### src/hdl/mshd_pkg.sv
// ----------------------------------------------------------------------------
// mshd_pkg
// Types, widths and constants shared by the magnetometer heading pipeline.
// ----------------------------------------------------------------------------
package mshd_pkg;

   localparam int ROT_STEPS = 16;
   localparam int SHIFT_W   = $clog2(ROT_STEPS);

   localparam int RAW_W   = 16;
   localparam int XY_W    = 39;
   localparam int ANG_W   = 45;
   localparam int TURN_W  = 43;
   localparam int PRE_BITS = 20;

   localparam int MAG_W   = 23;
   localparam int RECIP_W = 24;
   localparam int RECIP_SHIFT = 27;
   localparam logic [RECIP_W-1:0] RECIP_15 = RECIP_W'(((64'd1 << RECIP_SHIFT) + 64'd14) / 64'd15);
   localparam int FQ_W    = 19;
   localparam int FIELD_W = 20;

   localparam int REM_W   = 58;
   localparam int QUO_W   = 16;
   localparam logic [QUO_W-1:0] HEADING_WRAP = 16'd46080;

   localparam logic [63:0] PI_Q60    = 64'h3243F6A8885A308D;
   localparam logic [63:0] PI_Q40_64 = (PI_Q60 + 64'd524288) >> 20;
   localparam logic signed [ANG_W-1:0] PI_ANG     = ANG_W'(PI_Q40_64);
   localparam logic signed [ANG_W-1:0] TWO_PI_ANG = ANG_W'(PI_Q40_64 << 1);
   localparam logic [REM_W-1:0] PI_REM      = REM_W'(PI_Q40_64);
   localparam logic [REM_W-1:0] HALF_PI_REM = REM_W'(PI_Q40_64 >> 1);

   typedef enum logic [1:0] {
      RC_OK        = 2'd0,
      RC_OVERFLOW  = 2'd1,
      RC_NOT_READY = 2'd2,
      RC_ALL_ZERO  = 2'd3
   } result_code_type;

   localparam int STATUS_READY    = 0;
   localparam int STATUS_OVERFLOW = 1;

   typedef struct packed {
      result_code_type          code;
      logic signed [RAW_W-1:0]  raw_x;
      logic signed [RAW_W-1:0]  raw_y;
      logic signed [RAW_W-1:0]  raw_z;
      logic [MAG_W-1:0]         mag_x;
      logic [MAG_W-1:0]         mag_y;
      logic [MAG_W-1:0]         mag_z;
      logic                     xy_zero;
   } rot_side_type;

   typedef struct packed {
      result_code_type          code;
      logic signed [RAW_W-1:0]  raw_x;
      logic signed [RAW_W-1:0]  raw_y;
      logic signed [RAW_W-1:0]  raw_z;
      logic [FQ_W-1:0]          fq_x;
      logic [FQ_W-1:0]          fq_y;
      logic [FQ_W-1:0]          fq_z;
      logic                     xy_zero;
   } div_side_type;

   // atan(2^-step) in radians * 2^40, from the truncated power series at 2^-60 (pi/4 for step 0)
   function automatic logic signed [ANG_W-1:0] atan_q40(input int step);
      longint signed   sum;
      longint unsigned term;
      longint unsigned rounded;
      int              odd;
      int              e;
      sum = 0;
      rounded = 0;
      if (step == 0) begin
         rounded = ((PI_Q60 >> 2) + 64'd524288) >> 20;
      end else begin
         for (int k = 0; k < 64; k++) begin
            odd = 2 * k + 1;
            e = 60 - step * odd;
            if (e >= 0) begin
               term = (64'd1 << e) / 64'(odd);
               if (k[0]) begin
                  sum = sum - longint'(term);
               end else begin
                  sum = sum + longint'(term);
               end
            end
         end
         rounded = (64'(unsigned'(sum)) + 64'd524288) >> 20;
      end
      return ANG_W'(rounded);
   endfunction

endpackage

### src/hdl/mshd_divide_cell.sv
// ----------------------------------------------------------------------------
// mshd_divide_cell
// One restoring quotient-bit stage of the angle-to-heading conversion.
// ----------------------------------------------------------------------------
module mshd_divide_cell import mshd_pkg::*; (
   input  logic               clock,
   input  logic               reset,
   input  logic               advance,
   input  logic [REM_W-1:0]   divisor,
   input  logic               in_valid,
   input  logic [REM_W-1:0]   in_rem,
   input  logic [QUO_W-1:0]   in_quo,
   input  div_side_type       in_side,
   output logic               out_valid,
   output logic [REM_W-1:0]   out_rem,
   output logic [QUO_W-1:0]   out_quo,
   output div_side_type       out_side
);

   logic               valid_ff;
   logic [REM_W-1:0]   rem_ff, rem_in;
   logic [QUO_W-1:0]   quo_ff, quo_in;
   div_side_type       side_ff;
   logic               fits;

   always_comb begin
      fits   = in_rem >= divisor;
      rem_in = fits ? in_rem - divisor : in_rem;
      quo_in = {in_quo[QUO_W-2:0], fits};
   end

   always_ff @(posedge clock) begin
      if (reset) begin
         valid_ff <= 1'b0;
      end else if (advance) begin
         valid_ff <= in_valid;
      end
      if (advance) begin
         rem_ff  <= rem_in;
         quo_ff  <= quo_in;
         side_ff <= in_side;
      end
   end

   assign out_valid = valid_ff;
   assign out_rem   = rem_ff;
   assign out_quo   = quo_ff;
   assign out_side  = side_ff;

endmodule
### config.mk
export PLATFORM = sky130hd
export DESIGN_NAME = mshd_divide_cell
export DESIGN_NICKNAME = d
export VERILOG_FILES = /design/src/hdl/mshd_pkg.sv /design/src/hdl/mshd_divide_cell.sv
export SDC_FILE = /design/constraint.sdc
export NUM_CORES = 1
export LEC_CHECK = 0
export BUFFER_PORTS_ARGS = -buffer_cell sky130_fd_sc_hd__buf_2
export CAP_MARGIN = 5
export CORE_ASPECT_RATIO = 1.1
export CORE_UTILIZATION = 30
export DETAILED_ROUTE_END_ITERATION = 16
export GPL_ROUTABILITY_DRIVEN = 1
export GPL_TIMING_DRIVEN = 1
export HOLD_SLACK_MARGIN = 0.05
export PLACE_DENSITY = 0.67
export SLEW_MARGIN = 20
export SYNTH_ARGS = -nofsm -noshare
export SYNTH_HDL_FRONTEND = slang
export SYNTH_SLANG_ARGS = --single-unit
### constraint.sdc
create_clock -name clock -period 2.8 [get_ports clock]
set_input_delay 0.28 -clock clock [delete_from_list [all_inputs] [get_ports clock]]
set_output_delay 0.28 -clock clock [all_outputs]
set_load 0.02 [all_outputs]
# Word-level counts from Yosys, hierarchy flattened
# Index checks and enable logic that the tools add are counted.
dict set report word_totals {
  register_bits 183
  inputBits 244
  out_inout_bits 183
  word_cells 14
}
dict set report classes {
  add_sub_neg 1
  n_lt_le_gt_ge 1
  n_mux 1
}
# operator n
set op_table {}
lappend op_table {{>= comparator 58 bit} 1}
lappend op_table {{2-to-1 mux 58 bit} 1}
lappend op_table {{subtractor 58 bit} 1}

# Longest topological paths before layout
dict set report logic_depth {
  depth_word 2
  ltp_mapped 16
}

# Worst setup path after synthesis
# No wires, ideal clock.
dict set report synth_path {
  path_kind {input-to-reg}
  start {input in_rem[0]}
  end {register rem_ff[1], in the netlist out_rem[1], data pin}
  setup_ps 260
  arrival_ps 2644
  setup_slack_ps -104
  path_stages 14
  cell_sequence {inv_1 ha_1 inv_1 fa_1 a21oi_1 o211ai_1 nand2_1 o221ai_1 o21ai_2 a21oi_2 a221oi_2 buf_6 buf_8 mux2_4}
}
dict set report synth_between {
  elab_chain_len 2
  word_cells_on_any_way 3
  classes_between {add/sub: 1; order compare: 1; mux: 1}
}
# element line
set synth_lines {}
lappend synth_lines {{from (decl)} mshd_divide_cell.sv:11} ;# input logic [REM_W-1:0] in_rem,
lappend synth_lines {{subtractor 58 bit / >= comparator 58 bit (equally long branches)} {mshd_divide_cell.sv:28, mshd_divide_cell.sv:27}}
lappend synth_lines {{2-to-1 mux 58 bit *} mshd_divide_cell.sv:28} ;# rem_in = fits ? in_rem - divisor : in_rem;
lappend synth_lines {{net rem_in[1]} mshd_divide_cell.sv:21} ;# logic [REM_W-1:0] rem_ff, rem_in;
lappend synth_lines {{to (signal assigned)} mshd_divide_cell.sv:39} ;# rem_ff <= rem_in;
lappend synth_lines {{to (decl)} mshd_divide_cell.sv:21}
# Mark *: on every way through the listed nets, which the timed path passes. The rest lies on a longest branch.
# A chain may end at the register's enable or synchronous reset.

# Worst setup path in the final report
dict set report layout_path {
  start {input in_rem[0]}
  end {register rem_ff[38], in the netlist out_rem[38], data pin}
}
# The elaborated chain is that of the path after synthesis.

==> metrics.txt <==
Final Critical Period=between 2 and 3 ns; first-pass GRT wire length=just under 60 mm; Congestion Overflow GR=0; Syn Nets=roughly 1200; Post-synth ARST share=0%; largest cells by area after synthesis=edfxtp_1 (54%), ha_1 (7.2%), nand2_1 (4.3%); Synth Area in Compound Gates=16.61%; CTS tree=yes; Mapped Avg Cell Area=approximately 11 um^2; Routed Antenna Nets=0; sequential share of the synthesized area=roughly 55%; simple-gate share of the synthesized area=a little over a tenth; Die W=about 180 um; Worst-path clk slew=about 0.090 ns; multiplexer share of the synthesized area=less than 1%; die height=around 190 um; critical path class=in2reg; register area=about 5500 um^2; commonest non-fill, non-tap cell in the layout=buf_2; vias per inst=approximately 4.7; Buf/Inv on CP=3; Max clock buf depth=2; GP Congestion=approximately 0.89; Sink Count=183; CTS Buf Count=17; Worst path max stage delay=roughly 0.50 ns; row count=between 60 and 70; Yosys reg bits=roughly 180; Yosys cell types=86; VDD IR max=approximately 420 uV; Detailed Route Iter0 Violations=between 500 and 600; Worst Path Max Fanout=3; die area=34200 um^2; Final Cell Area=~16000 um^2; largest area contributor in the netlist=edfxtp_1; post-synth top area share=~54%; Layout Utilization=48.36%; DRT Wirelength=around 40 mm; Cell Area, Placed=between 10000 and 15000 um^2; Worst path most repeated cell=inv_2; vias=between 9000 and 10000; # fillers=~3000; antenna violations before repair=5; Final Max Slew Viols=0; total track usage=between 20 and 25%; Nets=roughly 1900; Max Clock Skew=0 ns; Clock Latency Late Sink=approximately 0.43 ns; Multi-input gate area=between 4000 and 5000 um^2; crit path launch type=input port; core footprint=between 30000 and 40000 um^2; num ports=427; max cap viols=0; largest net degree at the start of global routing=71; Req. time, crit path=roughly 3 ns; vias in the first global route=about 10000; Final Cycle Share=94.25%; mapped cell area=10040 um^2; Static Leak=a little over 7 nW; Cell Chain, Critical Path=buf_2, inv_2, ha_4, inv_2, fa_2, a21oi_2, o211ai_1, nand2_1, o221ai_2, or3b_2, o22a_1, a21boi_1, xor2_1, o21ai_0; Max Clk Rate=about 380 MHz; Cell Pwr Density=roughly 530 nW/um^2; total power=~8.4 mW; CTS H-tree lvls=4; DRC Markers=0; hold crit path type=in2reg; number of enable flip-flop cells after synthesis=182; Synth Warn #=0; most frequent cells in the layout=buf_2 (424), edfxtp_1 (182), buf_4 (182); outcome=complete, no violations; final hold violations=0; hpwl dp=around 31 mm; Pre-Repair DR Iteration Count=5; Synth Instances=approximately 900; WL per Instance=around 19 um; starting density of the core=30.76%; post-synthesis adder-cell area fraction=~7.4%; Setup TNS=0 ns; RSZ-0062 raised after global routing=false; Crit path arrival time=2.83 ns; area grow syn2layout=57.20%; worst-case hold slack=around 0.11 ns; # setup viols final=0; Post-synth top flop=edfxtp_1; CP max-delay cell=or3b_2; largest family of logic cells by synthesized area=compound AO/OA/AOI/OAI gates; worst-margin pin slew=0.6131 ns; share of cells above drive strength 1=roughly 42%; Synth Area in XOR/XNOR=between 4 and 5%; Critical Path End Type=register; Root Buffer=clkbuf_16; port buffer count=about 430; Max transition margin=between 50% and 60%; CP delay by family, top=compound AO/OA/AOI/OAI gates
[cells by family after synthesis]
group / count (synthesis)
AOI/OAI and AO/OA: 256
and+or+nand+nor: 223
DFF: 183
buffers and inverters: 118
adders and majority gates: 59
xor gates and xnor gates: 53
muxes: 6
[power by group]
group | internal, mW | switching [mW]
Sequential | 3.34 | 0.0831
Clock | 1.20 | 1.22
Combinational | 1.11 | 1.43
[per-stage QoR]
step	worst slack, ns	instances
2_1_floorplan	0.007867	898
3_3_place_gp	-0.2933	1897
3_5_place_dp	-0.3214	1897
4_1_cts	0.1242	2052
5_1_grt	0.005165	2053
6_report	0.1610	2055
[state kept, by name (all words and copies together), names as in the netlist]
signal and flops:
out_quo 16, out_rem 58, out_side 108, out_valid 1
[timing repair]
action                                  CTS  global route
hold buffers                            124             0
hold endpoints to repair                124             0
endpoints found under the setup margin    0            26
resized for setup                         0             4
buffers inserted                          0             0
[cell type report]
| cell class | count | share of cell area, % |
|---|---|---|
| diodes | 3 | 0.04757 |
| clock buffers | 17 | 2.696 |
| clock inverters | 14 | 1.007 |
| inverters | 81 | 1.927 |
| multi-input cells | 597 | 25.75 |
| flip-flops and latches | 183 | 34.76 |
| well taps | 426 | 3.378 |
| repair buffers | 734 | 30.44 |
[synthesized netlist by cell type, types with 9 or more instances]
cell type and count:
inv_1 80, clkbuf_1 10, edfxtp_1 182, o21ai_1 11, nor2_1 33, ha_1 58, nand3_1 14, o21bai_1 9
a21o_1 18, nand2_1 115, nand4_1 17, o21a_1 9, o21ai_0 74, a21oi_1 70, buf_2 14, xor2_1 24
xnor2_1 29
[path summary, 6_finish.rpt]
kind                               start                      to  slack, ns  cells after the start
setup / recovery               in_rem[0]   out_rem[38]$_DFFE_PP_       0.16                     14
hold / removal                  in_valid  out_valid$_SDFFE_PP0P_       0.11                      3
setup reg to reg  out_valid$_SDFFE_PP0P_  out_valid$_SDFFE_PP0P_       2.19                      2
hold reg to reg   out_valid$_SDFFE_PP0P_  out_valid$_SDFFE_PP0P_       0.53                      2
[per-layer routing]
metal | vias to the layer above | wire length (um) | GRT usage, %
met5 | - | 41 | 0
met4 | 6 | 1421 | 9.419
met3 | 64 | 3075 | 6.294
met2 | 392 | 20110 | 40.93
met1 | 4512 | 15180 | 25.46
li1 | 4717 | - | -
[worst register-to-register path, cell delays in order, from the launching register on]
cell and delay, ns:
dfxtp_1 0.32, mux2i_1 0.13, nor2_1 0.06
Note: power is estimated with default switching activity, not from simulation.
