**config.mk**
```make
export PLATFORM = sky130hd
export DESIGN_NAME = mshd_rotate_cell
export DESIGN_NICKNAME = d
export VERILOG_FILES = /design/src/hdl/mshd_pkg.sv /design/src/hdl/mshd_rotate_cell.sv
export SDC_FILE = /design/constraint.sdc
export NUM_CORES = 1
export LEC_CHECK = 0
export ABC_AREA = 1
export BUFFER_PORTS_ARGS = -buffer_cell sky130_fd_sc_hd__clkbuf_2
export CORE_AREA = 5 5 210 212
export CTS_BUF_LIST = sky130_fd_sc_hd__clkbuf_4 sky130_fd_sc_hd__clkbuf_8 sky130_fd_sc_hd__clkbuf_16
export DETAILED_ROUTE_END_ITERATION = 10
export DIE_AREA = 0 0 215 217
export HOLD_SLACK_MARGIN = 0.1
export PLACE_DENSITY = 0.75
export SETUP_SLACK_MARGIN = 0.05
export SKIP_LAST_GASP = 1
export SLEW_MARGIN = 5
export SYNTH_ARGS = -nofsm -noshare
export SYNTH_HDL_FRONTEND = slang
export SYNTH_SLANG_ARGS = --single-unit
```
**constraint.sdc**
```tcl
create_clock -name clock -period 12.86 [get_ports clock]
set_clock_uncertainty 0.05 [all_clocks]
set_input_delay 3.215 -clock clock [delete_from_list [all_inputs] [get_ports clock]]
set_output_delay 3.215 -clock clock [all_outputs]
set_load 0.05 [all_outputs]
```
**src/hdl/mshd_pkg.sv**
```systemverilog
// ----------------------------------------------------------------------------
// mshd_pkg
// Types, widths and constants shared by the magnetometer heading pipeline.
// ----------------------------------------------------------------------------
package mshd_pkg;

   localparam int ROT_STEPS = 16;
   localparam int SHIFT_W   = $clog2(ROT_STEPS);

   localparam int RAW_W   = 16;
   localparam int XY_W    = 39;
   localparam int ANG_W   = 45;
   localparam int TURN_W  = 43;
   localparam int PRE_BITS = 20;

   localparam int MAG_W   = 23;
   localparam int RECIP_W = 24;
   localparam int RECIP_SHIFT = 27;
   localparam logic [RECIP_W-1:0] RECIP_15 = RECIP_W'(((64'd1 << RECIP_SHIFT) + 64'd14) / 64'd15);
   localparam int FQ_W    = 19;
   localparam int FIELD_W = 20;

   localparam int REM_W   = 58;
   localparam int QUO_W   = 16;
   localparam logic [QUO_W-1:0] HEADING_WRAP = 16'd46080;

   localparam logic [63:0] PI_Q60    = 64'h3243F6A8885A308D;
   localparam logic [63:0] PI_Q40_64 = (PI_Q60 + 64'd524288) >> 20;
   localparam logic signed [ANG_W-1:0] PI_ANG     = ANG_W'(PI_Q40_64);
   localparam logic signed [ANG_W-1:0] TWO_PI_ANG = ANG_W'(PI_Q40_64 << 1);
   localparam logic [REM_W-1:0] PI_REM      = REM_W'(PI_Q40_64);
   localparam logic [REM_W-1:0] HALF_PI_REM = REM_W'(PI_Q40_64 >> 1);

   typedef enum logic [1:0] {
      RC_OK        = 2'd0,
      RC_OVERFLOW  = 2'd1,
      RC_NOT_READY = 2'd2,
      RC_ALL_ZERO  = 2'd3
   } result_code_type;

   localparam int STATUS_READY    = 0;
   localparam int STATUS_OVERFLOW = 1;

   typedef struct packed {
      result_code_type          code;
      logic signed [RAW_W-1:0]  raw_x;
      logic signed [RAW_W-1:0]  raw_y;
      logic signed [RAW_W-1:0]  raw_z;
      logic [MAG_W-1:0]         mag_x;
      logic [MAG_W-1:0]         mag_y;
      logic [MAG_W-1:0]         mag_z;
      logic                     xy_zero;
   } rot_side_type;

   typedef struct packed {
      result_code_type          code;
      logic signed [RAW_W-1:0]  raw_x;
      logic signed [RAW_W-1:0]  raw_y;
      logic signed [RAW_W-1:0]  raw_z;
      logic [FQ_W-1:0]          fq_x;
      logic [FQ_W-1:0]          fq_y;
      logic [FQ_W-1:0]          fq_z;
      logic                     xy_zero;
   } div_side_type;

   // atan(2^-step) in radians * 2^40, from the truncated power series at 2^-60 (pi/4 for step 0)
   function automatic logic signed [ANG_W-1:0] atan_q40(input int step);
      longint signed   sum;
      longint unsigned term;
      longint unsigned rounded;
      int              odd;
      int              e;
      sum = 0;
      rounded = 0;
      if (step == 0) begin
         rounded = ((PI_Q60 >> 2) + 64'd524288) >> 20;
      end else begin
         for (int k = 0; k < 64; k++) begin
            odd = 2 * k + 1;
            e = 60 - step * odd;
            if (e >= 0) begin
               term = (64'd1 << e) / 64'(odd);
               if (k[0]) begin
                  sum = sum - longint'(term);
               end else begin
                  sum = sum + longint'(term);
               end
            end
         end
         rounded = (64'(unsigned'(sum)) + 64'd524288) >> 20;
      end
      return ANG_W'(rounded);
   endfunction

endpackage

```
**src/hdl/mshd_rotate_cell.sv**
```systemverilog
// ----------------------------------------------------------------------------
// mshd_rotate_cell
// One vectoring micro-rotation stage, carrying the sample's sideband along.
// ----------------------------------------------------------------------------
module mshd_rotate_cell import mshd_pkg::*; (
   input  logic                     clock,
   input  logic                     reset,
   input  logic                     advance,
   input  logic [SHIFT_W-1:0]       shift,
   input  logic signed [ANG_W-1:0]  step_angle,
   input  logic                     in_valid,
   input  logic signed [XY_W-1:0]   in_x,
   input  logic signed [XY_W-1:0]   in_y,
   input  logic signed [ANG_W-1:0]  in_z,
   input  rot_side_type             in_side,
   output logic                     out_valid,
   output logic signed [XY_W-1:0]   out_x,
   output logic signed [XY_W-1:0]   out_y,
   output logic signed [ANG_W-1:0]  out_z,
   output rot_side_type             out_side
);

   logic                    valid_ff;
   logic signed [XY_W-1:0]  x_ff, x_in;
   logic signed [XY_W-1:0]  y_ff, y_in;
   logic signed [ANG_W-1:0] z_ff, z_in;
   rot_side_type            side_ff;
   logic signed [XY_W-1:0]  dx, dy;

   always_comb begin
      dx = in_y >>> shift;
      dy = in_x >>> shift;
      if (!in_y[XY_W-1]) begin
         x_in = in_x + dx;
         y_in = in_y - dy;
         z_in = in_z + step_angle;
      end else begin
         x_in = in_x - dx;
         y_in = in_y + dy;
         z_in = in_z - step_angle;
      end
   end

   always_ff @(posedge clock) begin
      if (reset) begin
         valid_ff <= 1'b0;
      end else if (advance) begin
         valid_ff <= in_valid;
      end
      if (advance) begin
         x_ff    <= x_in;
         y_ff    <= y_in;
         z_ff    <= z_in;
         side_ff <= in_side;
      end
   end

   assign out_valid = valid_ff;
   assign out_x     = x_ff;
   assign out_y     = y_ff;
   assign out_z     = z_ff;
   assign out_side  = side_ff;

endmodule

```
# Word level (Yosys, flattened, before mapping)

Cells that the tools add are included.

Input port bits: 296
Register bits after elaboration: 244
Output and inout port bits: 244

Shift operators: 2
Muxes and demuxes: 3
$add $sub $neg: 6

Operator list:

| cell                         | count |
|---|---|
| adder 39 bit                 | 2 |
| 2-to-1 mux 39 bit            | 2 |
| >>> shifter 39 x 4 -> 39 bit | 2 |
| subtractor 39 bit            | 2 |
| adder 45 bit                 | 1 |
| 2-to-1 mux 45 bit            | 1 |
| subtractor 45 bit            | 1 |

# Longest topological paths before layout

Word-level depth: 3
Depth in mapped cells: 32
Depth with buffers taken out: 29

# Least setup slack after synthesis

OpenSTA, ideal clock, no wires.

Kind: input-to-reg
From: input shift[0]
To: register y_ff[31] (netlist: out_y[31]) (data pin)
Setup slack: 6.035 ns
Path buffers: 3
Required time: 12.545 ns
Cell stages on the path: 30
Arrival: 6.510 ns
Path through: buf_6 inv_2 buf_6 buf_6 nand2_1 nand3_1 nand3_1 nand2_1 nand2_1 nand2_1 inv_1 ha_1 nand3_2 nor2_4 nand2_2 nor2_1 nand2_1 nand2_1 xnor2_1 inv_1 ha_1 nand2_1 nor2_1 inv_1 nor2_1 inv_1 o21ai_0 a21oi_1 o21ai_0 xor2_1

Longest elaborated chain between the ends: 3

RTL lines:

| element                                                  | RTL line                                       | text |
|---|---|---|
| start: declaration                                       | mshd_rotate_cell.sv:9                          | `input logic [SHIFT_W-1:0] shift,` |
| >>> shifter 39 x 4 -> 39 bit (*)                         | mshd_rotate_cell.sv:32                         | `dy = in_x >>> shift;` |
| subtractor 39 bit / adder 39 bit (equally long branches) | mshd_rotate_cell.sv:35, mshd_rotate_cell.sv:39 |  |
| 2-to-1 mux 39 bit (*)                                    | mshd_rotate_cell.sv:33                         | `if (!in_y[XY_W-1]) begin` |
| named net y_in[31]                                       | mshd_rotate_cell.sv:25                         | `logic signed [XY_W-1:0] y_ff, y_in;` |
| end signal: assignment                                   | mshd_rotate_cell.sv:52                         | `y_ff <= y_in;` |
| end: declaration                                         | mshd_rotate_cell.sv:25                         |  |

The timed path passes the listed nets; every way through them passes the cells marked *.
A chain may end at the register's enable or synchronous reset.

# Worst setup path in the final report

From: input shift[0]
To: register y_ff[36] (netlist: out_y[36]) (data pin)

Same word-level chain as after synthesis.

==> flow_summary.json <==
{
  "worst_ep_arrival_time_ns": 9.30,
  "synthesis.area_um2": 22040,
  "worst_r2r_path_depth": 2,
  "grt.overflow.total": 0,
  "master_cell_of_the_clock_root_buffer": "sky130_fd_sc_hd__clkbuf_16",
  "seq_area_frac_synth_pct": 33.20,
  "p_leak_nw": 12.26,
  "max_slew.worst_pin.slew_ns": 1.297,
  "fmax_mhz": 110.8,
  "final_hold_viol_count": 0,
  "place.port_buffers": 539,
  "finalHoldWorstSlack_ns": 0.5210,
  "drt-wirelength-per-cell_um": 22.44,
  "cts_repair_resize_count": 0,
  "timing.final.crit_period_ns": 9.021,
  "num-nets-final": 3980,
  "detail_route.first_pass.iterations": 7,
  "layout_cell_share_with_drive_strength_beyond_1_pct": 18.66,
  "clk_pin_slew_worst_paths_ns": 0.06,
  "worstSetupPathType": "in2reg",
  "routed_wl_um": 92620,
  "chipHeight_um": 217,
  "initial_antenna_violation_count": 16,
  "yosys.cell_types.count": 52,
  "detail-route-antenna-nets": 0,
  "routed_via_density": 5.942,
  "startpoint_type": "input port",
  "flow.area_growth_from_synthesis_pct": 18.14,
  "place_congestion": 1.017,
  "number_of_global_route_vias_before_repair": 22540,
  "ys_async_sr_fraction_pct": 0,
  "max_cap_violations": 0,
  "timing.critical_path.required_ns": 13.14,
  "overall_power_after_layout_w": 0.003735,
  "timing.max_slew.rel_slack_pct": 13.39,
  "dp.final_hpwl_um": 77420,
  "slew_violations": 0,
  "die_area_um2": 46660,
  "setup_failing_eps_final": 0,
  "cts_buffer_depth": 3,
  "skew_pair_late_insertion_delay_ns": 0.58,
  "rsz_0062_raised_after_global_routing": "no",
  "min-delay-path-class": "reg2reg",
  "tritoncts.num_buffers": 27,
  "vias": 24530,
  "netlist_instances": 3059,
  "timing.hold.worst_path_depth": 2,
  "critical_path_endpoint_category": "register",
  "cts_max_level": 1,
  "grt_pass1_wl_um": 134900,
  "path_cells": "clkbuf_2, buf_4, inv_2, nand2_1, nand3_1, nand3_1, nand3_1, nand2_1, nand2_1, nor2_1, nand2_1, nor2_1, nand3_1, nand2_1, nand2_1, a21oi_1, ha_1, nand2_1, nor2_1, inv_1, nor4_1, nand3_1, nand3_1, xor2_1",
  "clock_tree_from_tritoncts": "yes",
  "layout_setup_ws_ns": 3.839,
  "die_width_um": 215,
  "detailed_place.area_um2": 25060,
  "synth.area.top_cells": "sky130_fd_sc_hd__edfxtp_1, sky130_fd_sc_hd__nand2_1, sky130_fd_sc_hd__nand3_1",
  "setup_tns_ns": 0,
  "worstPathBufferInverterCount": 4,
  "cell_with_the_most_instances_on_the_worst_path": "sky130_fd_sc_hd__nand2_1",
  "irDropWorstVdd_mv": 0.1300,
  "synth.top_cell.area_share_pct": 33.11,
  "synth_seq_cells": 244,
  "ioPinCount": 540,
  "run_status": "finished clean",
  "floorplan.core_area_um2": 41760,
  "power.density_cell_area_nw_per_um2": 143.4,
  "cts_sinks": 244,
  "period_share_pct": 70.15,
  "critical_path.max_stage_delay_ns": 0.87,
  "preCtsSetupSlack_ns": 3.765,
  "post_cts_hold_buffer_count": 0,
  "drc": 0,
  "critical_path.slowest_cell": "sky130_fd_sc_hd__nor4_1",
  "grtUsageTotal_pct": 37.27,
  "fp-row-count": 75,
  "synth-edff-count": 243,
  "pin_count_of_the_biggest_net_entering_global_routing": 94,
  "synth_most_common_cell": "sky130_fd_sc_hd__nand2_1",
  "design_area_um2": 26040,
  "synth-main-ff-cell": "sky130_fd_sc_hd__edfxtp_1",
  "detailedRoute.firstIterationViolations": 3185,
  "critical-path-top-delay-family": "simple AND/OR/NAND/NOR gates",
  "synth_fp_nets": 3484,
  "depth_of_the_critical_timing_path_with_buffers_and_inverters_included": 24,
  "synth_common_cells": "sky130_fd_sc_hd__nand2_1, sky130_fd_sc_hd__nand3_1, sky130_fd_sc_hd__nor2_1",
  "post-cts-setup-buffer-count": 0,
  "synth-warning-count": 0,
  "cell_type_contributing_the_most_total_cell_area_after_synthesis": "sky130_fd_sc_hd__edfxtp_1",
  "worst-path-max-fanout": 81,
  "avgSynthCellArea_um2": 7.205,
  "initial_utilization_pct": 52.78
}
-- registers in the layout, summed over array words and instances (netlist names) --
| register | flops |
|---|---|
| out_y | 39 |
| out_x | 39 |
| out_side | 120 |
| out_valid | 1 |
| out_z | 45 |
-- kinds of logic (layout without fill, tap and decap cells) --
kind of cell | count (synthesis) | count (layout) | share of synthesized area (%)
other cells | 0 | 14 | 0
compound gates | 423 | 423 | 11.04
xor+xnor | 210 | 210 | 8.345
mux | 1 | 1 | 0.04542
simple gates | 1679 | 1679 | 33.00
fa+ha+maj | 129 | 129 | 7.425
buf+inv | 373 | 889 | 6.943
flops | 244 | 244 | 33.20
-- stage by stage --
stage          cells  utilization (%)
6_report        4128            62.36
2_1_floorplan   3059                -
3_3_place_gp    4065            60.00
4_1_cts         4114            62.27
5_1_grt         4125            62.34
3_5_place_dp    4065            60.00
-- per-layer routing --
metal | vias to the layer above | part of all wire, % | GRT usage [%]
met1 | 11290 | 39 | 48.82
met3 | 267 | 9.6 | 6.128
met4 | 2 | 6.1 | 18.28
met5 | - | 0.014 | 0
met2 | 1571 | 45 | 60.47
li1 | 11410 | - | -
-- tightest hold or removal path: stages, from the launching register on --
cell	delay (ns)
sky130_fd_sc_hd__dfxtp_1	0.33
sky130_fd_sc_hd__mux2i_1	0.14
sky130_fd_sc_hd__nor2_1	0.06
-- cell usage in the layout, fill, tap and decap left out, drive strengths merged, types with 2 or more instances in the layout --
cell,count
nand2,765
inv,296
a211oi,2
bufinv,5
nand3b,5
nor2,341
o211ai,7
o21a,14
clkinv,10
a21boi,5
clkinvlp,2
a221oi,3
nand4,27
a21oi,183
diode,14
ha,126
nor4,11
a21o,14
a31oi,29
and2,2
nor3,33
xor2,130
o31ai,4
o221ai,5
and3,7
clkbuf,566
fa,3
o21ai,133
o21bai,18
xnor2,80
edfxtp,243
nand3,485
buf,10
-- final timing paths --
| kind | start | endpoint | slack [ns] |
|---|---|---|---|
| worst max-delay path | shift[0] | out_y[36]$_DFFE_PP_ | 3.84 |
| worst min-delay path | out_valid$_SDFFE_PP0P_ | out_valid$_SDFFE_PP0P_ | 0.52 |
| worst max register to register | out_valid$_SDFFE_PP0P_ | out_valid$_SDFFE_PP0P_ | 12.17 |
| worst min register to register | out_valid$_SDFFE_PP0P_ | out_valid$_SDFFE_PP0P_ | 0.52 |
-- final cells by class --
type	instances	area, um2
Multi-Input combinational cell	2442	13190
Sequential cell	244	7317
Fill cell	3742	15720
Inverter	292	1096
Clock inverter	21	265.3
Tap cell	539	674.4
Clock buffer	28	683.2
Antenna cell	14	35.03
Timing Repair Buffer	548	2775
-- where the power goes --
part           switching, W  internal, W
Clock              0.000352     0.000491
Sequential        0.0000570      0.00106
Combinational       0.00131     0.000460
Total               0.00172      0.00202
Power figures use the tool's default switching activity.
