<file path="src/hdl/mshd_pkg.sv">
// ----------------------------------------------------------------------------
// mshd_pkg
// Types, widths and constants shared by the magnetometer heading pipeline.
// ----------------------------------------------------------------------------
package mshd_pkg;

   localparam int ROT_STEPS = 16;
   localparam int SHIFT_W   = $clog2(ROT_STEPS);

   localparam int RAW_W   = 16;
   localparam int XY_W    = 39;
   localparam int ANG_W   = 45;
   localparam int TURN_W  = 43;
   localparam int PRE_BITS = 20;

   localparam int MAG_W   = 23;
   localparam int RECIP_W = 24;
   localparam int RECIP_SHIFT = 27;
   localparam logic [RECIP_W-1:0] RECIP_15 = RECIP_W'(((64'd1 << RECIP_SHIFT) + 64'd14) / 64'd15);
   localparam int FQ_W    = 19;
   localparam int FIELD_W = 20;

   localparam int REM_W   = 58;
   localparam int QUO_W   = 16;
   localparam logic [QUO_W-1:0] HEADING_WRAP = 16'd46080;

   localparam logic [63:0] PI_Q60    = 64'h3243F6A8885A308D;
   localparam logic [63:0] PI_Q40_64 = (PI_Q60 + 64'd524288) >> 20;
   localparam logic signed [ANG_W-1:0] PI_ANG     = ANG_W'(PI_Q40_64);
   localparam logic signed [ANG_W-1:0] TWO_PI_ANG = ANG_W'(PI_Q40_64 << 1);
   localparam logic [REM_W-1:0] PI_REM      = REM_W'(PI_Q40_64);
   localparam logic [REM_W-1:0] HALF_PI_REM = REM_W'(PI_Q40_64 >> 1);

   typedef enum logic [1:0] {
      RC_OK        = 2'd0,
      RC_OVERFLOW  = 2'd1,
      RC_NOT_READY = 2'd2,
      RC_ALL_ZERO  = 2'd3
   } result_code_type;

   localparam int STATUS_READY    = 0;
   localparam int STATUS_OVERFLOW = 1;

   typedef struct packed {
      result_code_type          code;
      logic signed [RAW_W-1:0]  raw_x;
      logic signed [RAW_W-1:0]  raw_y;
      logic signed [RAW_W-1:0]  raw_z;
      logic [MAG_W-1:0]         mag_x;
      logic [MAG_W-1:0]         mag_y;
      logic [MAG_W-1:0]         mag_z;
      logic                     xy_zero;
   } rot_side_type;

   typedef struct packed {
      result_code_type          code;
      logic signed [RAW_W-1:0]  raw_x;
      logic signed [RAW_W-1:0]  raw_y;
      logic signed [RAW_W-1:0]  raw_z;
      logic [FQ_W-1:0]          fq_x;
      logic [FQ_W-1:0]          fq_y;
      logic [FQ_W-1:0]          fq_z;
      logic                     xy_zero;
   } div_side_type;

   // atan(2^-step) in radians * 2^40, from the truncated power series at 2^-60 (pi/4 for step 0)
   function automatic logic signed [ANG_W-1:0] atan_q40(input int step);
      longint signed   sum;
      longint unsigned term;
      longint unsigned rounded;
      int              odd;
      int              e;
      sum = 0;
      rounded = 0;
      if (step == 0) begin
         rounded = ((PI_Q60 >> 2) + 64'd524288) >> 20;
      end else begin
         for (int k = 0; k < 64; k++) begin
            odd = 2 * k + 1;
            e = 60 - step * odd;
            if (e >= 0) begin
               term = (64'd1 << e) / 64'(odd);
               if (k[0]) begin
                  sum = sum - longint'(term);
               end else begin
                  sum = sum + longint'(term);
               end
            end
         end
         rounded = (64'(unsigned'(sum)) + 64'd524288) >> 20;
      end
      return ANG_W'(rounded);
   endfunction

endpackage

</file>
<file path="src/hdl/mshd_front.sv">
// ----------------------------------------------------------------------------
// mshd_front
// Status check, axis assembly, field magnitude and rotation start vector.
// ----------------------------------------------------------------------------
module mshd_front import mshd_pkg::*; (
   input  logic                     clock,
   input  logic                     reset,
   input  logic                     advance,
   input  logic                     range_select,
   input  logic                     in_valid,
   input  logic [7:0]               status_byte,
   input  logic [7:0]               x_low_byte,
   input  logic [7:0]               x_high_byte,
   input  logic [7:0]               y_low_byte,
   input  logic [7:0]               y_high_byte,
   input  logic [7:0]               z_low_byte,
   input  logic [7:0]               z_high_byte,
   output logic                     out_valid,
   output logic signed [XY_W-1:0]   out_x,
   output logic signed [XY_W-1:0]   out_y,
   output logic signed [ANG_W-1:0]  out_z,
   output rot_side_type             out_side
);

   logic                    valid_ff;
   logic signed [XY_W-1:0]  x_ff, x_in;
   logic signed [XY_W-1:0]  y_ff, y_in;
   logic signed [ANG_W-1:0] z_ff, z_in;
   rot_side_type            side_ff, side_in;

   logic signed [RAW_W-1:0] rx, ry, rz;
   logic signed [XY_W-1:0]  ext_x, ext_y;

   function automatic logic [MAG_W-1:0] scaled_mag(input logic signed [RAW_W-1:0] raw,
                                                   input logic rng);
      logic signed [RAW_W:0] ext;
      logic [RAW_W:0]        mag;
      ext = {raw[RAW_W-1], raw};
      mag = raw[RAW_W-1] ? (RAW_W+1)'(-ext) : (RAW_W+1)'(ext);
      if (rng) begin
         return MAG_W'({mag, 7'b0});
      end
      return MAG_W'({mag, 5'b0});
   endfunction

   always_comb begin
      rx = signed'({x_high_byte, x_low_byte});
      ry = signed'({y_high_byte, y_low_byte});
      rz = signed'({z_high_byte, z_low_byte});
      ext_x = XY_W'(rx) <<< PRE_BITS;
      ext_y = XY_W'(ry) <<< PRE_BITS;

      side_in = '0;
      x_in = '0;
      y_in = '0;
      z_in = '0;
      if (status_byte[STATUS_OVERFLOW]) begin
         side_in.code = RC_OVERFLOW;
      end else if (!status_byte[STATUS_READY]) begin
         side_in.code = RC_NOT_READY;
      end else if (rx == '0 && ry == '0 && rz == '0) begin
         side_in.code = RC_ALL_ZERO;
      end else begin
         side_in.code = RC_OK;
      end

      if (side_in.code == RC_OK) begin
         side_in.raw_x = rx;
         side_in.raw_y = ry;
         side_in.raw_z = rz;
         side_in.mag_x = scaled_mag(rx, range_select);
         side_in.mag_y = scaled_mag(ry, range_select);
         side_in.mag_z = scaled_mag(rz, range_select);
         side_in.xy_zero = (rx == '0) && (ry == '0);
         if (rx[RAW_W-1]) begin
            x_in = -ext_x;
            y_in = -ext_y;
            z_in = PI_ANG;
         end else begin
            x_in = ext_x;
            y_in = ext_y;
         end
      end else begin
         side_in.xy_zero = 1'b1;
      end
   end

   always_ff @(posedge clock) begin
      if (reset) begin
         valid_ff <= 1'b0;
      end else if (advance) begin
         valid_ff <= in_valid;
      end
      if (advance) begin
         x_ff    <= x_in;
         y_ff    <= y_in;
         z_ff    <= z_in;
         side_ff <= side_in;
      end
   end

   assign out_valid = valid_ff;
   assign out_x     = x_ff;
   assign out_y     = y_ff;
   assign out_z     = z_ff;
   assign out_side  = side_ff;

endmodule

</file>
<file path="config.mk">
export PLATFORM = sky130hd
export DESIGN_NAME = mshd_front
export DESIGN_NICKNAME = d
export VERILOG_FILES = /design/src/hdl/mshd_pkg.sv /design/src/hdl/mshd_front.sv
export SDC_FILE = /design/constraint.sdc
export NUM_CORES = 1
export LEC_CHECK = 0
export ABC_AREA = 1
export ABC_CLOCK_PERIOD_IN_PS = 2100
export BUFFER_PORTS_ARGS = -buffer_cell sky130_fd_sc_hd__buf_4
export CELL_PAD_IN_SITES_DETAIL_PLACEMENT = 0
export CELL_PAD_IN_SITES_GLOBAL_PLACEMENT = 1
export CORE_ASPECT_RATIO = 1.2
export CORE_MARGIN = 4
export CORE_UTILIZATION = 36
export CTS_CLUSTER_SIZE = 12
export DETAILED_ROUTE_END_ITERATION = 12
export PLACE_DENSITY = 0.93
export SETUP_SLACK_MARGIN = 0.05
export SKIP_LAST_GASP = 1
export SLEW_MARGIN = 25
export SYNTH_ARGS = -nofsm -noshare
export SYNTH_HDL_FRONTEND = slang
export SYNTH_SLANG_ARGS = --single-unit
export TNS_END_PERCENT = 10
</file>
<file path="constraint.sdc">
create_clock -name clock -period 2.1 [get_ports clock]
set_input_delay 0.21 -clock clock [delete_from_list [all_inputs] [get_ports clock]]
set_output_delay 0.21 -clock clock [all_outputs]
set_load 0.01 [all_outputs]
</file>
**Word-level counts from Yosys, hierarchy flattened**

Cells that the tools add are included.

- Word-level logic and storage cells: 47
- Bits of input ports: 61
- Bits in registers: 229
- Output and inout bits: 244

- Reduce and logical (&&, ||, !) cells: 8
- Mux-type cells: 17
- Add/sub/neg operators: 5

Operators with widths:

| kind | number |
|---|---|
| negation 36 -> 39 bit | 2 |
| two-way mux 23 bit | 3 |
| two-way mux 22 bit | 3 |
| two-way mux 17 bit | 3 |
| negation 16 -> 17 bit | 3 |
| zero test 16 bit | 3 |
| two-way mux 42 bit | 1 |
| two-way mux 39 bit | 1 |
| two-way mux 35 bit | 1 |
| two-way mux 2 bit | 3 |
| AND reduction 2 bit | 2 |
| logical AND 1 bit | 2 |
| zero test 2 bit | 1 |
| two-way mux 1 bit | 2 |

**Longest topological paths before layout**

Gate-level depths: netlist (run 1).

- Depth in word-level cells: 9
- Depth in mapped cells: 11

**Worst setup path after synthesis (run 1)**

No wires, ideal clock.

- Path type: input port to flip-flop
- Start: in y_low_byte[1]
- End: reg x_ff[21] (netlist: out_x[21]), data pin
- Buffers on the path: 2
- Arrival time: 1,532 ps
- Stages on the path: 11
- Data required time: 1,836 ps
- Setup slack: 304 ps
- Path through: inv_1 ha_1 nand3_2 nor2_4 nand2_2 nor2_2 nand2_2 nand3_4 buf_8 buf_8 nor2_2

- Cells in the longest elaborated chain, start to end: 7

Ends and longest elaborated chain:

| element | line | source |
|---|---|---|
| start, declared | mshd_front.sv:14 | `input logic [7:0] y_low_byte,` |
| zero test 16 bit | mshd_front.sv:61 | `end else if (rx == '0 && ry == '0 && rz == '0) begin` |
| logical AND 1 bit (2 in series) | mshd_front.sv:61 |  |
| two-way mux 2 bit | mshd_front.sv:61 |  |
| two-way mux 2 bit | mshd_front.sv:59 | `end else if (!status_byte[STATUS_READY]) begin` |
| two-way mux 2 bit | mshd_front.sv:57 | `if (status_byte[STATUS_OVERFLOW]) begin` |
| zero test 2 bit | mshd_front.sv:67 | `if (side_in.code == RC_OK) begin` |
| end signal, assigned | mshd_front.sv:95 | `x_ff <= x_in;` |
| end, declared | mshd_front.sv:26 | `logic signed [XY_W-1:0] x_ff, x_in;` |

Every way passes these cells.
A chain may end at the register's enable or synchronous reset.

**Final worst setup path (run 1)**

- Start: in y_low_byte[1]
- End: reg side_ff (netlist bit out_side[23]), data pin

- Cells in the longest elaborated chain, start to end: 8

Ends and longest elaborated chain:

| element | line | source |
|---|---|---|
| zero test 16 bit | mshd_front.sv:61 |  |
| logical AND 1 bit (2 in series) | mshd_front.sv:61 |  |
| two-way mux 2 bit | mshd_front.sv:61 |  |
| two-way mux 2 bit | mshd_front.sv:59 |  |
| two-way mux 2 bit | mshd_front.sv:57 |  |
| zero test 2 bit | mshd_front.sv:67 |  |
| AND reduction 2 bit (no source line) | -- |  |
| end signal, assigned | mshd_front.sv:98 | `side_ff <= side_in;` |
| end, declared | mshd_front.sv:29 | `rot_side_type side_ff, side_in;` |

Every way passes these cells.

==> impl_metrics.toml, run 1 <==
[route]
firstDrtPassIters = 5
post-route-drc-count = 0
wl_per_cell_um = 16.0
wl_um = 21900
ant_nets = 0
avgViaCountPerCell = 4.71
drt_iter0_markers = 455
vias = 6429

[place]
routabilityCongestion = 0.844
dp_cells = 1332
placed_cell_area_um2 = 9510
io_buffers = 217
hpwlAfterDp_um = 16200

[floorplanning]
die_x_um = 143
initial_core_util = 0.365
core-area_um2 = 21600
rows = 59
die_y_um = 170
io_pins = 305
dieArea_um2 = 24400

[timing]
maxSlewViolCount = 0
period_minus_slack_ps = 1670
setup_violations = 0
rsz0062_at_grt = "no"
tightest_slew_ps = 661
max_freq_mhz = 598
hold_viol = 0
max-slew-margin-rel = 0.559
post-route-period-util = 0.797
fin_worst_skew_ps = 0

[setup_path]
cp.required_ps = 2270
setup.worst_path.start = "y_low_byte[1]"
worstPathMaxFanout = 4
cp.arrival_ps = 1840
rr_worst_depth = 2
worst_setup_path_start_kind = "input pin"
crit_type = "in -> reg"
crit_path_end_kind = "register"
reg2reg_slack_ps = 1510
endpoint = "out_side[23]"
r2r_start = "out_valid"
reg2reg_to = "out_valid"

[clock_tree]
cts_setup_buffers = 0
clk_latency_ps = 410
clkTransAtPathRegs_ps = 60
ctsLongestPathBuffers = 2
htreeDepth = 4
ctsRootBufferMaster = "clkbuf_16"
cts.sinks = 142
cts_made_buffers = 17
cts_tree = "built"

[layout]
finalNetCount = 1146
stdcell_count = 1365
fin_util = 0.467
area_growth_pct = 27.8
design_area_um2 = 10100
diodes = 0
drive_above_1_share = 0.280

[logic_synthesis]
yosys.area.top_type_share = 0.536
syn_inst = 866
synth_commonest_cells = "nand2_1 (176), edfxtp_1 (141), nor2_1 (118)"
synth_seq_cells = 142
post-synth-top-count-cell = "nand2_1"
synthFlopType = "edfxtp_1"
synth_area_leaders = "edfxtp_1 (54%), buf_4 (9.7%), nand2_1 (8.4%)"
syn_avg_cell_area_um2 = 9.13
async_reset_ff_frac = 0
syn_area_um2 = 7900
synth-edff-count = 141
synth_cell_type_count = 30
ys_seq_area_frac = 0.538
yosysTopAreaCell = "edfxtp_1"
yosys_warnings = 0

[power]
power-per-cell-area_nw_per_um2 = 763
leakage_nw = 4.56
peakVddDrop_mv = 0.514

[global_routing]
grt_pass1_wl_um = 32900
grt_antenna_before_repair = 0
grt_max_degree = 54
first_global_vias = 6185
grt-ovfl-total = 0
track_usage = 0.175

[run_status]
status = "completed"

[run]
drv_cap = 0

[worst_hold_path]
hold_path.class = "in -> reg"
report_power, final:
part / internal (mW) / switching [mW] / leakage (nW)
combinational: 0.520 / 0.754 / 2.93
clock: 1.67 / 1.33 / 0.277
sequential: 3.34 / 0.0758 / 1.36
total: 5.54 / 2.16 / 4.56
routing by layer:
layer	share of wire	routed length, µm	track usage
met5	0	0	0
met4	0.024	516	0.0676
met3	0.086	1880	0.0399
met2	0.51	11200	0.312
met1	0.38	8250	0.203
timing repair:
action                    CTS  global route
resized for setup           0             0
hold buffers                1             0
hold endpoints to repair    1             0
worst min path at each step:
stage / startpoint / endpoint / slack (ps) / cells past startpoint
finish: in_valid / out_valid / 30 / 3
global placement: reset / out_valid / 370 / 2
detailed placement: reset / out_valid / 370 / 2
CTS: in_valid / out_valid / 10 / 3
floorplan: reset / out_valid / 280 / 1
global route: in_valid / out_valid / 30 / 3
metrics by stage:
step	hold slack (ps)	TNS [ps]	power, mW	worst slack, ps
after floorplan	282	0	4.22	304
after global placement	369	-41.2	4.74	-10.6
after detailed placement	373	-2390	4.76	-49.6
after CTS	13.8	0	7.78	389
after global routing	25.5	0	8.04	318
final	34.6	0	7.70	427
kinds of logic (layout without fill, tap and decap cells):
kind of cell | after synthesis | count (layout) | share of synthesized area
buffers and inverters | 207 | 350 | 0.155
DFF | 142 | 142 | 0.538
xor gates and xnor gates | 15 | 15 | 0.0166
adders and majority gates | 7 | 7 | 0.0111
other | 1 | 83 | 0.000474
and+or+nand+nor | 398 | 398 | 0.213
AOI/OAI and AO/OA | 95 | 95 | 0.0640
muxes | 1 | 1 | 0.00127
area by class of cell:
| type | instances | area (µm²) |
|---|---|---|
| Clock buffer | 17 | 425 |
| Clock inverter | 15 | 153 |
| Fill cell | 2048 | 11500 |
| Inverter | 71 | 267 |
| Multi-Input combinational cell | 599 | 2730 |
| Sequential cell | 142 | 4250 |
| Tap cell | 274 | 343 |
| Timing Repair Buffer | 247 | 1920 |
flip-flops by register name (all words and copies together) (netlist names):
| register | count |
|---|---|
| out_side | 102 |
| out_x | 19 |
| out_y | 19 |
| out_valid | 1 |
| out_z | 1 |
critical path: stages:
cell     delay [ps]
buf_4           110
inv_1           130
ha_1            230
nand3_2         150
nor2_4          150
nand2_2          90
nor2_2          200
nand2_2         110
buf_4           160
nand4_1         240
nor2_1           70
placed cells by master (no fill, tap or decap), types with 2 or more instances in the layout:
master / n
buf_4: 240
nand2_1: 176
edfxtp_1: 141
nor2_1: 118
conb_1: 83
inv_1: 68
nand3_1: 68
a21oi_1: 66
o21ai_0: 17
clkbuf_16: 17
xor2_1: 15
o211ai_1: 12
nor2_2: 11
or2_2: 10
ha_1: 7
nand4_1: 6
inv_6: 5
buf_12: 5
inv_8: 3
clkinvlp_4: 3
inv_2: 2
nor3_1: 2
nand2_2: 2
clkinv_4: 2
Note: power is estimated with default switching activity, not from simulation.
==> inputs of run 2 (changes only) <==
- ABC_CLOCK_PERIOD_IN_PS: 2100 -> 1610
- clock period: 2.1 -> 1.61 ns (I/O delays scaled with it)
==> run 2 against run 1 <==
Clock power grew 40%. Sequential share of layout area shrank 2.7 points. Via count grew 5.2%. Design area increased by 6.9%. Register-to-register slack worse by 1000 ps. Sequential power up 31%. First-iteration DRC count rose by 9.0%. Clock skew is the same. Final cell count increased by 5.3%. Count of clock-buffer cells in the layout up 1.
==> impl_metrics.toml, run 2 (synthesized netlist as in run 1, its figures left out) <==
[run_status]
status = "completed"

[clock_tree]
htreeDepth = 4
cts_tree = "built"
clk_latency_ps = 420
ctsRootBufferMaster = "clkbuf_16"
cts_made_buffers = 17
clkTransAtPathRegs_ps = 60
ctsLongestPathBuffers = 2
cts.sinks = 142
cts_resized = 0

[route]
vias = 6766
post-route-drc-count = 0
wl_per_cell_um = 15.9
avgViaCountPerCell = 4.71
wl_um = 22900
drt_iter0_markers = 496
ant_nets = 0
firstDrtPassIters = 5

[layout]
largest_register_ffs = 102
finalNetCount = 1218
area_growth_pct = 36.6
final_cell_mix = "buf_4 (308), nand2_1 (176), edfxtp_1 (141)"
final_common_cell = "buf_4"
drive_above_1_share = 0.334

[timing]
rsz0062_at_grt = "yes"
maxSlewViolCount = 0
hold_viol = 0
period_minus_slack_ps = 1570
max-slew-margin-rel = 0.579
max_freq_mhz = 636
tightest_slew_ps = 632
setup_violations = 0
post-route-period-util = 0.976
fin_worst_skew_ps = 0
setup_tns_ps = 0
hold_ws_ps = 25.6

[setup_path]
cp_slowest_stage_delay_ps = 750
endpoint = "out_z[34]"
crit_path_end_kind = "primary output"
reg2reg_to = "out_valid"
crit_buf_inv = 1
cp.required_ps = 1450
worstPathMaxFanout = 20
r2r_start = "out_valid"
path_cells = "buf_4"
setup.worst_path.start = "out_z[40]"
path_delay_family = "flip-flops"
crit_type = "reg -> out"
cp_slowest_cell = "edfxtp_1"
cp_num_cells = 1
rr_worst_depth = 3
reg2reg_slack_ps = 480
worst_setup_path_start_kind = "register"
cp.arrival_ps = 1410

[global_routing]
grt_pass1_wl_um = 34200
grt_antenna_before_repair = 1
first_global_vias = 6473
grt-ovfl-total = 0
grt_max_degree = 49
track_usage = 0.182

[place]
routabilityCongestion = 0.872
io_buffers = 217
hpwlAfterDp_um = 17200

[floorplanning]
core-area_um2 = 21600
dieArea_um2 = 24400
initial_core_util = 0.365
die_y_um = 170
rows = 59
io_pins = 305
die_x_um = 143

[power]
power-per-cell-area_nw_per_um2 = 973
leakage_nw = 4.95
peakVddDrop_mv = 0.676

[run]
drv_cap = 0

[worst_hold_path]
hold_path.class = "in -> reg"
whs_path_depth = 2
run 2: changes by cell type in the layout (fill, tap and decap cells not counted), sizes merged:
cell         before  now
clkbuf           17   18
inv              78   70
bufinv            1    4
buf             246  317
dlygate4sd3       1    2
diode             0    1
clkinv            4    7
run 2: worst min-delay path by stage:
stage	from	end	slack, ps
floorplan	reset	out_valid	230
global placement	reset	out_valid	320
detailed placement	reset	out_valid	320
CTS	status_byte[1]	out_side[119]	3
global route	status_byte[1]	out_side[119]	2
finish	status_byte[1]	out_side[119]	30
run 2: layer usage:
metal  track usage  routed length (µm)  up-vias
met5             0                   0        -
met4        0.0729                 700        0
met3        0.0419                1860       44
met2         0.325               11600      325
met1         0.209                8770     3143
li1              -                   -     3254
run 2: cell type report:
class | count | area (µm²)
inverters | 71 | 274
well taps | 274 | 343
diodes | 1 | 2.50
flip-flops and latches | 142 | 4250
multi-input cells | 599 | 2800
clock buffers | 18 | 429
clock inverters | 13 | 190
repair buffers | 319 | 2500
fillers | 2000 | 10800
run 2: repair_timing:
action	CTS	global route
hold endpoints to repair	1	0
setup buffers	0	0
setup endpoints to repair	20	57
hold buffers	2	0
run 2: report_power, final:
| part | internal, mW | switching (mW) | leakage, nW |
|---|---|---|---|
| clock network | 2.60 | 1.62 | 0.300 |
| registers | 4.37 | 0.111 | 1.36 |
| logic | 0.792 | 1.02 | 3.30 |
run 2: per-stage QoR:
stage | util | cells | setup WS, ps | power (mW) | instance area, µm²
final | 0.499 | 1437 | 37.9 | 10.5 | 10800
after CTS | 0.499 | 1436 | -27.5 | 10.6 | 10800
after floorplan | - | 948 | 39.3 | 5.52 | 8280
after global placement | 0.469 | 1403 | -311 | 6.34 | 10200
after detailed placement | 0.469 | 1403 | -362 | 6.37 | 10200
after global routing | 0.499 | 1437 | -46.8 | 10.9 | 10800
